<file path="src/hw/rtl/wcq_pkg.sv">
`timescale 1ns / 1ps

package wcq_pkg;

    // ring geometry and field widths
    localparam int DEPTH      = 16;
    localparam int ROW_BITS   = 32;
    localparam int WIDTH_BITS = 16;
    localparam int PTR_BITS   = (DEPTH > 1) ? $clog2(DEPTH) : 1;
    localparam int OCC_BITS   = $clog2(DEPTH + 1);
    localparam int FUNC_BITS  = 2;

    typedef logic [PTR_BITS-1:0]   t_ptr;
    typedef logic [OCC_BITS-1:0]   t_occ;
    typedef logic [ROW_BITS-1:0]   t_row;
    typedef logic [WIDTH_BITS-1:0] t_wid;
    typedef logic [FUNC_BITS-1:0]  t_func;

    // operation codes
    localparam t_func FUNC_ENQ    = 2'd0;
    localparam t_func FUNC_LOOKUP = 2'd1;
    localparam t_func FUNC_DEQ    = 2'd2;
    localparam t_func FUNC_NOP    = 2'd3;

    localparam t_ptr PTR_LAST = t_ptr'(DEPTH - 1);
    localparam t_occ OCC_FULL = t_occ'(DEPTH);
    localparam t_occ OCC_ONE  = t_occ'(1);

    // next slot around the ring
    function automatic t_ptr slot_after(input t_ptr s);
        slot_after = (s == PTR_LAST) ? '0 : s + t_ptr'(1);
    endfunction

endpackage

</file>
<file path="src/hw/rtl/width_change_queue_core.sv">
`timescale 1ns / 1ps
// sequence: enqueue and the unused code go through ST_ENQ, which sets the result strobe;
// lookup reads the head in ST_LK_HEAD, then walks in ST_LK_WALK; dequeue walks in ST_DQ_WALK.
// operation: one transaction at a time, set by the single registered read port of the record
// store that the walk visits one record per cycle; busy is high until the strobe cycle.
// reset: synchronous active low; after reset ST_INIT writes the base record, then idle.
// the receiver cannot stall: each result is shown with o_done for exactly one cycle.
module width_change_queue_core (
    input  logic                                i_clk,
    input  logic                                i_rst_n,
    input  logic                                start,
    output logic                                busy,
    input  logic [wcq_pkg::FUNC_BITS-1:0]       i_func,
    input  logic [wcq_pkg::ROW_BITS-1:0]        i_win_top,
    input  logic [wcq_pkg::WIDTH_BITS-1:0]      i_cur_width,
    input  logic [wcq_pkg::WIDTH_BITS-1:0]      i_new_width,
    input  logic [wcq_pkg::ROW_BITS-1:0]        i_prior_top,
    input  logic [wcq_pkg::ROW_BITS-1:0]        i_plan_top,
    input  logic [wcq_pkg::ROW_BITS-1:0]        i_deq_max,
    input  logic                                i_cfg_valid,
    output logic                                o_cfg_ready,
    input  logic [wcq_pkg::WIDTH_BITS-1:0]      i_cfg_data,
    output logic                                o_done,
    output logic [wcq_pkg::WIDTH_BITS-1:0]      o_width_out,
    output logic [wcq_pkg::ROW_BITS-1:0]        o_plan_top_out,
    output logic                                o_enqueued,
    output logic                                o_overflow,
    output logic [wcq_pkg::OCC_BITS-1:0]        o_occupancy
);

    localparam logic [2:0] ST_INIT    = 3'd0;
    localparam logic [2:0] ST_IDLE    = 3'd1;
    localparam logic [2:0] ST_ENQ     = 3'd2;
    localparam logic [2:0] ST_LK_HEAD = 3'd3;
    localparam logic [2:0] ST_LK_WALK = 3'd4;
    localparam logic [2:0] ST_DQ_WALK = 3'd5;

    // record store
    wcq_pkg::t_row r_mem_count [wcq_pkg::DEPTH];
    wcq_pkg::t_wid r_mem_width [wcq_pkg::DEPTH];
    wcq_pkg::t_row r_rd_count;
    wcq_pkg::t_wid r_rd_width;

    logic          w_we;
    wcq_pkg::t_ptr w_waddr;
    wcq_pkg::t_row w_wcount;
    wcq_pkg::t_wid w_wwidth;
    wcq_pkg::t_ptr w_raddr;

    // control and operand registers
    logic [2:0]     r_state, n_state;
    wcq_pkg::t_ptr  r_head, n_head;
    wcq_pkg::t_ptr  r_tail, n_tail;
    wcq_pkg::t_occ  r_held, n_held;
    wcq_pkg::t_occ  r_left, n_left;
    wcq_pkg::t_ptr  r_ptr, n_ptr;
    wcq_pkg::t_wid  r_init_width, n_init_width;
    wcq_pkg::t_func r_func, n_func;
    wcq_pkg::t_row  r_arg_a, n_arg_a;
    wcq_pkg::t_row  r_arg_b, n_arg_b;
    wcq_pkg::t_wid  r_cur_w, n_cur_w;
    wcq_pkg::t_wid  r_new_w, n_new_w;

    logic           r_done, n_done;
    wcq_pkg::t_wid  r_width_out, n_width_out;
    wcq_pkg::t_row  r_plan_top_out, n_plan_top_out;
    logic           r_enqueued, n_enqueued;
    logic           r_overflow, n_overflow;
    wcq_pkg::t_occ  r_occupancy, n_occupancy;

    logic w_accept;
    logic w_cfg_write;
    logic w_lk_pass;
    logic w_dq_pass;
    logic w_enq_above;

    assign busy        = (r_state != ST_IDLE);
    assign o_cfg_ready = (r_state == ST_IDLE);
    assign w_accept    = start && (r_state == ST_IDLE);
    assign w_cfg_write = i_cfg_valid && o_cfg_ready;

    // compares against the record just read
    assign w_lk_pass   = ({1'b0, r_rd_count} <= ({1'b0, r_arg_a} + {{wcq_pkg::ROW_BITS{1'b0}}, 1'b1}));
    assign w_dq_pass   = (r_rd_count <= r_arg_a);
    assign w_enq_above = (r_rd_count < r_arg_a);

    // store write and read
    always_ff @(posedge i_clk) begin
        if (w_we) begin
            r_mem_count[w_waddr] <= w_wcount;
            r_mem_width[w_waddr] <= w_wwidth;
        end
        r_rd_count <= r_mem_count[w_raddr];
        r_rd_width <= r_mem_width[w_raddr];
    end

    // sequencer
    always_comb begin
        n_state        = r_state;
        n_head         = r_head;
        n_tail         = r_tail;
        n_held         = r_held;
        n_left         = r_left;
        n_ptr          = r_ptr;
        n_init_width   = r_init_width;
        n_func         = r_func;
        n_arg_a        = r_arg_a;
        n_arg_b        = r_arg_b;
        n_cur_w        = r_cur_w;
        n_new_w        = r_new_w;
        n_done         = 1'b0;
        n_width_out    = r_width_out;
        n_plan_top_out = r_plan_top_out;
        n_enqueued     = r_enqueued;
        n_overflow     = r_overflow;
        n_occupancy    = r_occupancy;
        w_we           = 1'b0;
        w_waddr        = '0;
        w_wcount       = '0;
        w_wwidth       = r_init_width;
        w_raddr        = r_head;

        case (r_state)
            ST_INIT: begin
                // base record after reset
                w_we    = 1'b1;
                n_head  = '0;
                n_tail  = '0;
                n_held  = wcq_pkg::OCC_ONE;
                n_state = ST_IDLE;
            end
            ST_IDLE: begin
                if (w_cfg_write) begin
                    // register write restarts the ring with the new base width
                    n_init_width = i_cfg_data;
                    w_we         = 1'b1;
                    w_wwidth     = i_cfg_data;
                    n_head       = '0;
                    n_tail       = '0;
                    n_held       = wcq_pkg::OCC_ONE;
                end
                if (w_accept) begin
                    n_func  = i_func;
                    n_cur_w = i_cur_width;
                    n_new_w = i_new_width;
                    n_arg_b = i_plan_top;
                    n_left  = r_held - wcq_pkg::OCC_ONE;
                    case (i_func)
                        wcq_pkg::FUNC_LOOKUP: begin
                            n_arg_a = i_prior_top;
                            w_raddr = r_head;
                            n_ptr   = r_head;
                            n_state = ST_LK_HEAD;
                        end
                        wcq_pkg::FUNC_DEQ: begin
                            n_arg_a = i_deq_max;
                            w_raddr = wcq_pkg::slot_after(r_head);
                            n_ptr   = wcq_pkg::slot_after(r_head);
                            n_state = ST_DQ_WALK;
                        end
                        default: begin
                            // enqueue count wraps within the row width
                            n_arg_a = i_win_top + wcq_pkg::t_row'(1);
                            w_raddr = r_tail;
                            n_state = ST_ENQ;
                        end
                    endcase
                end
            end
            ST_ENQ: begin
                n_done         = 1'b1;
                n_width_out    = '0;
                n_plan_top_out = '0;
                n_enqueued     = 1'b0;
                n_overflow     = 1'b0;
                n_occupancy    = r_held;
                n_state        = ST_IDLE;
                if (r_func == wcq_pkg::FUNC_ENQ && r_cur_w != r_new_w && w_enq_above) begin
                    if (r_held >= wcq_pkg::OCC_FULL) begin
                        n_overflow = 1'b1;
                    end else begin
                        w_we        = 1'b1;
                        w_waddr     = wcq_pkg::slot_after(r_tail);
                        w_wcount    = r_arg_a;
                        w_wwidth    = r_new_w;
                        n_tail      = wcq_pkg::slot_after(r_tail);
                        n_held      = r_held + wcq_pkg::OCC_ONE;
                        n_occupancy = r_held + wcq_pkg::OCC_ONE;
                        n_enqueued  = 1'b1;
                    end
                end
            end
            ST_LK_HEAD: begin
                n_cur_w = r_rd_width;
                if (r_left == '0) begin
                    n_done         = 1'b1;
                    n_width_out    = r_rd_width;
                    n_plan_top_out = r_arg_b;
                    n_enqueued     = 1'b0;
                    n_overflow     = 1'b0;
                    n_occupancy    = r_held;
                    n_state        = ST_IDLE;
                end else begin
                    w_raddr = wcq_pkg::slot_after(r_ptr);
                    n_ptr   = wcq_pkg::slot_after(r_ptr);
                    n_state = ST_LK_WALK;
                end
            end
            ST_LK_WALK: begin
                if (w_lk_pass) begin
                    // step onto this record
                    n_cur_w = r_rd_width;
                    n_left  = r_left - wcq_pkg::OCC_ONE;
                    if (r_left == wcq_pkg::OCC_ONE) begin
                        n_done         = 1'b1;
                        n_width_out    = r_rd_width;
                        n_plan_top_out = r_arg_b;
                        n_enqueued     = 1'b0;
                        n_overflow     = 1'b0;
                        n_occupancy    = r_held;
                        n_state        = ST_IDLE;
                    end else begin
                        w_raddr = wcq_pkg::slot_after(r_ptr);
                        n_ptr   = wcq_pkg::slot_after(r_ptr);
                    end
                end else begin
                    // following record bounds the next window
                    n_done         = 1'b1;
                    n_width_out    = r_cur_w;
                    n_plan_top_out = (r_rd_count <= r_arg_b) ?
                                     (r_rd_count - wcq_pkg::t_row'(1)) : r_arg_b;
                    n_enqueued     = 1'b0;
                    n_overflow     = 1'b0;
                    n_occupancy    = r_held;
                    n_state        = ST_IDLE;
                end
            end
            ST_DQ_WALK: begin
                if (r_held > wcq_pkg::OCC_ONE && w_dq_pass) begin
                    n_head = r_ptr;
                    n_held = r_held - wcq_pkg::OCC_ONE;
                    if (r_held - wcq_pkg::OCC_ONE > wcq_pkg::OCC_ONE) begin
                        w_raddr = wcq_pkg::slot_after(r_ptr);
                        n_ptr   = wcq_pkg::slot_after(r_ptr);
                    end else begin
                        n_done         = 1'b1;
                        n_width_out    = '0;
                        n_plan_top_out = '0;
                        n_enqueued     = 1'b0;
                        n_overflow     = 1'b0;
                        n_occupancy    = r_held - wcq_pkg::OCC_ONE;
                        n_state        = ST_IDLE;
                    end
                end else begin
                    n_done         = 1'b1;
                    n_width_out    = '0;
                    n_plan_top_out = '0;
                    n_enqueued     = 1'b0;
                    n_overflow     = 1'b0;
                    n_occupancy    = r_held;
                    n_state        = ST_IDLE;
                end
            end
            default: begin
                n_state = ST_INIT;
            end
        endcase
    end

    // control registers
    always_ff @(posedge i_clk) begin
        if (!i_rst_n) begin
            r_state      <= ST_INIT;
            r_head       <= '0;
            r_tail       <= '0;
            r_held       <= wcq_pkg::OCC_ONE;
            r_init_width <= wcq_pkg::t_wid'(1);
            r_done       <= 1'b0;
        end else begin
            r_state      <= n_state;
            r_head       <= n_head;
            r_tail       <= n_tail;
            r_held       <= n_held;
            r_init_width <= n_init_width;
            r_done       <= n_done;
        end
    end

    // operand and result registers
    always_ff @(posedge i_clk) begin
        r_left         <= n_left;
        r_ptr          <= n_ptr;
        r_func         <= n_func;
        r_arg_a        <= n_arg_a;
        r_arg_b        <= n_arg_b;
        r_cur_w        <= n_cur_w;
        r_new_w        <= n_new_w;
        r_width_out    <= n_width_out;
        r_plan_top_out <= n_plan_top_out;
        r_enqueued     <= n_enqueued;
        r_overflow     <= n_overflow;
        r_occupancy    <= n_occupancy;
    end

    assign o_done         = r_done;
    assign o_width_out    = r_width_out;
    assign o_plan_top_out = r_plan_top_out;
    assign o_enqueued     = r_enqueued;
    assign o_overflow     = r_overflow;
    assign o_occupancy    = r_occupancy;

endmodule
</file>
<file path="config.mk">
export PLATFORM = sky130hd
export DESIGN_NAME = width_change_queue_core
export DESIGN_NICKNAME = d
export VERILOG_FILES = /design/src/hw/rtl/wcq_pkg.sv /design/src/hw/rtl/width_change_queue_core.sv
export SDC_FILE = /design/constraint.sdc
export NUM_CORES = 2
export LEC_CHECK = 0
export ABC_AREA = 1
export BUFFER_PORTS_ARGS = -buffer_cell sky130_fd_sc_hd__buf_2
export CAP_MARGIN = 10
export CORE_ASPECT_RATIO = 1.75
export CORE_UTILIZATION = 25
export DETAILED_ROUTE_END_ITERATION = 6
export PLACE_DENSITY = 0.46
export SYNTH_ARGS = -nofsm -noshare
export SYNTH_HDL_FRONTEND = slang
export SYNTH_SLANG_ARGS = --single-unit
</file>
<file path="constraint.sdc">
create_clock -name i_clk -period 7.5 [get_ports i_clk]
set_clock_uncertainty 0.1 [all_clocks]
set_input_delay 1.875 -clock i_clk [delete_from_list [all_inputs] [get_ports i_clk]]
set_output_delay 1.875 -clock i_clk [all_outputs]
set_load 0.02 [all_outputs]
</file>
-- Word-level counts from Yosys, hierarchy flattened
Memory sizes are Yosys's and may differ from the RTL's. A register that Yosys moved wholly into a read port is not among the register bits.
Index checks and enable logic that the tools add are counted.
- memories: 2
- latch bits: 0
- bits in read-only memories: 0
- input bits: 182
- logic and storage cells: 182
- RAM bits: 768
- flip-flop bits (word level): 195
- memories (memory ; words ; bits a word ; rd ports ; clocked after memory_dff ; wr ports ; RTL line ; source):
    r_mem_count ; 16 ; 32 ; 1 ; 1 ; 1 ; width_change_queue_core.sv:39 ; wcq_pkg::t_row r_mem_count [wcq_pkg::DEPTH];
    r_mem_width ; 16 ; 16 ; 1 ; 1 ; 1 ; width_change_queue_core.sv:40 ; wcq_pkg::t_wid r_mem_width [wcq_pkg::DEPTH];
- div/mod/pow operators: 0
- bitwise operators: 0
- muxes and demuxes: 95
- add/sub/neg operators: 9
- shifts and indexed selects: 0
- multiply operators: 0
- eq/ne operators: 26
- reduce and logical (&&, ||, !) cells: 25
- $lt $le $gt $ge: 7
- operators with widths (operator ; number):
    two-way mux 32 bit ; 9
    two-way mux 16 bit ; 10
    case mux 32 bit (4 select lines) ; 1
    two-way mux 4 bit ; 22
    <= comparator 32 bit ; 2
    case mux 16 bit (4 select lines) ; 1
    case mux 32 bit (2 select lines) ; 1
    two-way mux 5 bit ; 11
    case mux 16 bit (3 select lines) ; 1
    case mux 5 bit (4 select lines) ; 2
    adder 32 x 1 -> 33 bit (second input constant) ; 1
    <= comparator 32 x 33 -> 1 bit ; 1
    adder 32 x 1 -> 32 bit (second input constant) ; 1
    < comparator 32 bit ; 1
    case mux 16 bit (2 select lines) ; 1
    case mux 4 bit (4 select lines) ; 2
    subtractor 32 x 1 -> 32 bit (second input constant) ; 1
    case mux 4 bit (3 select lines) ; 2
    two-way mux 3 bit ; 6
    two-way mux 1 bit ; 17
    != test 16 bit ; 1
    != test 2 bit (second input constant) ; 8
    case mux 4 bit (2 select lines) ; 2
    case mux 3 bit (5 select lines) ; 1
    other kinds (31) ; 57

-- Depth between registers and ports, before layout
- depth after elaboration: 7
- mapped depth: 39
- depth with buffers taken out: 36

-- Worst setup path before layout
No wires, ideal clock.
- path kind: input port to flip-flop
- from: input port i_cfg_valid
- to: memory r_mem_count[1][0] (netlist bit), enable pin
- required time: 6887 ps
- buffers on the path: 0
- arrival: 5759 ps
- stages on the path: 6
- path slack: 1128 ps
- cell sequence: nand2_1 -> clkinv_1 -> nor2_1 -> nand2_1 -> inv_1 -> nor3_1
- word-level cells in the longest chain between the ends: 5
- ends and longest elaborated chain (what ; RTL line ; source):
    from (decl) ; width_change_queue_core.sv:20 ; input logic i_cfg_valid,
    logical AND 1 bit ; width_change_queue_core.sv:80 ; assign w_cfg_write = i_cfg_valid && o_cfg_ready;
    two-way mux 1 bit ; width_change_queue_core.sv:133 ; if (w_cfg_write) begin
    case mux 1 bit (3 select lines) ; width_change_queue_core.sv:123 ; case (r_state)
    two-way mux 1 bit ; width_change_queue_core.sv:89 ; if (w_we) begin
    two-way mux 1 bit (implied by the code) ; width_change_queue_core.sv:90 ; r_mem_count[w_waddr] <= w_wcount;
    to (decl) ; width_change_queue_core.sv:39 ;
Every way passes these cells.

-- Worst setup path in the final report
- from: register r_arg_a[0]
- to: register r_rd_count[6], read port of r_mem_count
- word-level cells in the longest chain between the ends: 4
- ends and longest elaborated chain (what ; RTL line ; source):
    from (decl) ; width_change_queue_core.sv:59 ; wcq_pkg::t_row r_arg_a, n_arg_a;
    from (signal assigned) ; width_change_queue_core.sv:294 ; r_arg_a <= n_arg_a;
    adder 32 x 1 -> 33 bit / <= comparator 32 bit (equally long branches) ; width_change_queue_core.sv:83, width_change_queue_core.sv:84 ;
    <= comparator 32 x 33 -> 1 bit / logical AND 1 bit (equally long branches) ; width_change_queue_core.sv:83, width_change_queue_core.sv:239 ;
    two-way mux 4 bit (on tied branches) ; width_change_queue_core.sv:210, width_change_queue_core.sv:239 ;
    case mux 4 bit (4 select lines) (*) ; width_change_queue_core.sv:123 ;
    to (decl) ; width_change_queue_core.sv:41 ; wcq_pkg::t_row r_rd_count;
Every way passes the cells marked *; elsewhere a longest branch is shown, timed or not.
A chain may end at the register's enable or synchronous reset.

==> metrics <==
fin crit period 6.48 ns; final count of pins violating max slew 0; Yosys reg bits 1011; Arrival @ worst endpoint 7.00 ns; WL final 161 mm; power share of the combinational group 29.6%; failing checks design-rule violations; num rows 209; total power 0.0172 W; number of global-route vias before repair 34600; CTS buffer count 93; Final Hold Violating Endpoints 0; Synth top area share 60.0%; VDD IR max 0.181 mV; Setup crit end kind flip-flop; clock slew at reported path FFs 0.07 ns; max_cap viols 0; post-route ant nets 0; leak pwr 20.3 nW; DP Worst Slack 0.960 ns; vias per inst 4.83; clock root buffer master clkbuf_16; DR WL/cell 22.5 um; RSZ-0062 raised after global routing false; Final WS setup 1.02 ns; 1st-pass router iterations 7; Pint 0.0109 W; CP max FO 114; grt ovf 0; Initial Util 25.1%; Worst-Margin Slew 1.23 ns; hold path depth 4; Die Area 188000 um2; Clk pwr share 29.1%; worst reg2reg endpoint r_rd_count[6]; Die X 328 um; CP startpoint kind flip-flop; final setup fails 0; final core utilization 29.2%; Slew headroom 18.0%; vias 34500; NetSw 0.00629 W; Post-CTS Resized 0; Worst EP required 8.02 ns; total setup buffers inserted after CTS 0; CTS tree yes; clk_lat worst skew 0.71 ns; core area 185000 um2; synthesized netlist net count 4770; commonest non-fill, non-tap cell in the layout nand3_1; Synth Warn # 0; Worst path most repeated cell nand2_1; initial antenna violation count 2; post-synthesis cell count 4477; Max Clock Freq 0.154 GHz; average footprint of a synthesized cell 10.4 um2; commonest cells after routing, fill and taps aside 1127 x nand3_1, 1040 x nand2_1, 930 x edfxtp_1; worst hold start r_init_width[13]; fin crit share 86.4%; Die Y 573 um; drt drc 64; Hold Path Class flip-flop to flip-flop; main area contributors after synthesis edfxtp_1 60%, nand3_1 12%, nand2_1 8.4%; R2R cell count 30; setup_tns 0 ns; Synth Cell Area 46500 um2; synth unique cells 52; sequential fraction of design power 41.3%; Max Root-Sink Buffers 3; Slowest-stage cell, CP nor4b_1; Pwr Density 318 nW/um2; first-pass GRT wire length 233 mm; Routability Congestion 0.885; Synth area leader edfxtp_1; Iter 0 DRT Violations 2668; worst reg-to-reg setup slack 1.02 ns; clk sinks 1011; DP Wirelength 98.6 mm; Largest stage delay, worst path 0.70 ns; RR Startpoint r_arg_a[0]; H-Tree Level Count 3; cts hold-fix bufs 0; port bufs 239; number of top-level pins 240; sequential share of the synthesized area 63.5%; Sw Share 36.7%; fraction of layout cells with a size suffix above 1 11.0%; layout net count 4932; Critical Setup Path Class flip-flop to flip-flop; area grow syn2layout 16.1%; largest net degree at the start of global routing 166; GRT Util Overall 16.7%; status finished, violations left; final hold slack 0.451 ns; hold worst-path end r_init_width[13]
==> cell families after synthesis <==
| kind of cell | count (synthesis) | share of synthesized area, % |
|---|---|---|
| and+or+nand+nor | 2468 | 23.5 |
| DFF | 1011 | 63.5 |
| buffers and inverters | 495 | 4.48 |
| AOI/OAI and AO/OA | 302 | 3.82 |
| adders and majority gates | 111 | 2.99 |
| xor gates and xnor gates | 89 | 1.68 |
| muxes | 1 | 0.0215 |
==> registers in the layout, indices dropped and copies added, names as in the netlist, 2 cells and up <==
name and cells:
r_rd_count 32, r_arg_b 32, r_mem_width 256, r_func 2, r_head 4, r_rd_width 16
r_arg_a 32, o_width_out 16, r_state 3, o_plan_top_out 32, r_held 5, r_ptr 4
r_left 5, r_new_w 16, r_init_width 16, r_cur_w 16, r_mem_count 512, o_occupancy 5
r_tail 4
==> worst max-delay path by stage <==
stage / startpoint / end / slack (ns) / cells past startpoint
6_report: r_arg_a[0] / r_rd_count[6] / 1.02 / 30
5_1_grt: r_arg_a[0] / r_rd_count[6] / 0.30 / 30
4_1_cts: r_arg_a[0] / r_rd_count[6] / 0.91 / 30
3_5_place_dp: r_arg_a[0] / r_rd_count[3] / 0.96 / 30
3_3_place_gp: r_arg_a[0] / r_rd_count[6] / 1.02 / 30
2_1_floorplan: i_cfg_valid / r_mem_count[1][0] / 1.13 / 6
==> metal layers <==
| metal | global-route usage [%] | part of all wire (%) | vias to the layer above |
|---|---|---|---|
| met5 | 0 | 0 | - |
| met4 | 8.33 | 5.0 | 0 |
| met3 | 1.46 | 3.8 | 263 |
| met2 | 31.5 | 53 | 919 |
| met1 | 18.5 | 38 | 17200 |
| li1 | - | - | 16100 |
==> layout make-up <==
type                    count  area, um2
repair buffers            325       2290
inverters                 237        900
clock inverters            52        647
clock buffers             121       2490
multi-input cells        2971      15100
fillers                 19300     131000
well taps                2426       3040
diodes                      2       5.00
flip-flops and latches   1011      29500
==> stage by stage <==
step                      area [um2]  instances
final                          54000       7145
after global routing           54000       7145
after CTS                      54000       7142
after detailed placement       50900       6969
after global placement         50900       6969
after floorplan                46500       4477
==> synth_stat cells (all sizes together) <==
cell type  count
nand3       1127
nand2       1051
edfxtp       930
inv          234
nor2         198
buf          172
ha           111
o21ai        109
a21oi        101
clkbuf        86
dfxtp         81
xor2          68
nand4         34
nor3          31
xnor2         21
o2111ai       16
nor4          13
a22oi         12
o211ai        11
o22ai         11
a22o           9
a211oi         7
a21o           7
o221ai         7
or2            6
clkinv         3
a2111oi        2
a221oi         2
a31oi          2
and3           2
nand3b         2
a311oi         1
a32o           1
a32oi          1
and2           1
mux2i          1
nor4b          1
o21a           1
o21bai         1
o31ai          1
or3            1
or4            1
==> power by group through the flow <==
stage | logic [W] | clock network (W) | registers, W
after detailed placement | 0.00513 | 0 | 0.00721
after global routing | 0.00568 | 0.00528 | 0.00710
after global placement | 0.00510 | 0 | 0.00721
after CTS | 0.00515 | 0.00511 | 0.00709
final | 0.00508 | 0.00499 | 0.00709
after floorplan | 0.00344 | 0 | 0.00689
==> worst max-delay path: cells and delay by family (launching register included) <==
| kind | cells | cell delay [ns] |
|---|---|---|
| simple gates | 23 | 4.49 |
| xor+xnor | 1 | 0.13 |
| fa+ha+maj | 2 | 0.52 |
| buf+inv | 4 | 0.66 |
| flops | 1 | 0.39 |
Note: power is estimated with default switching activity, not from simulation.
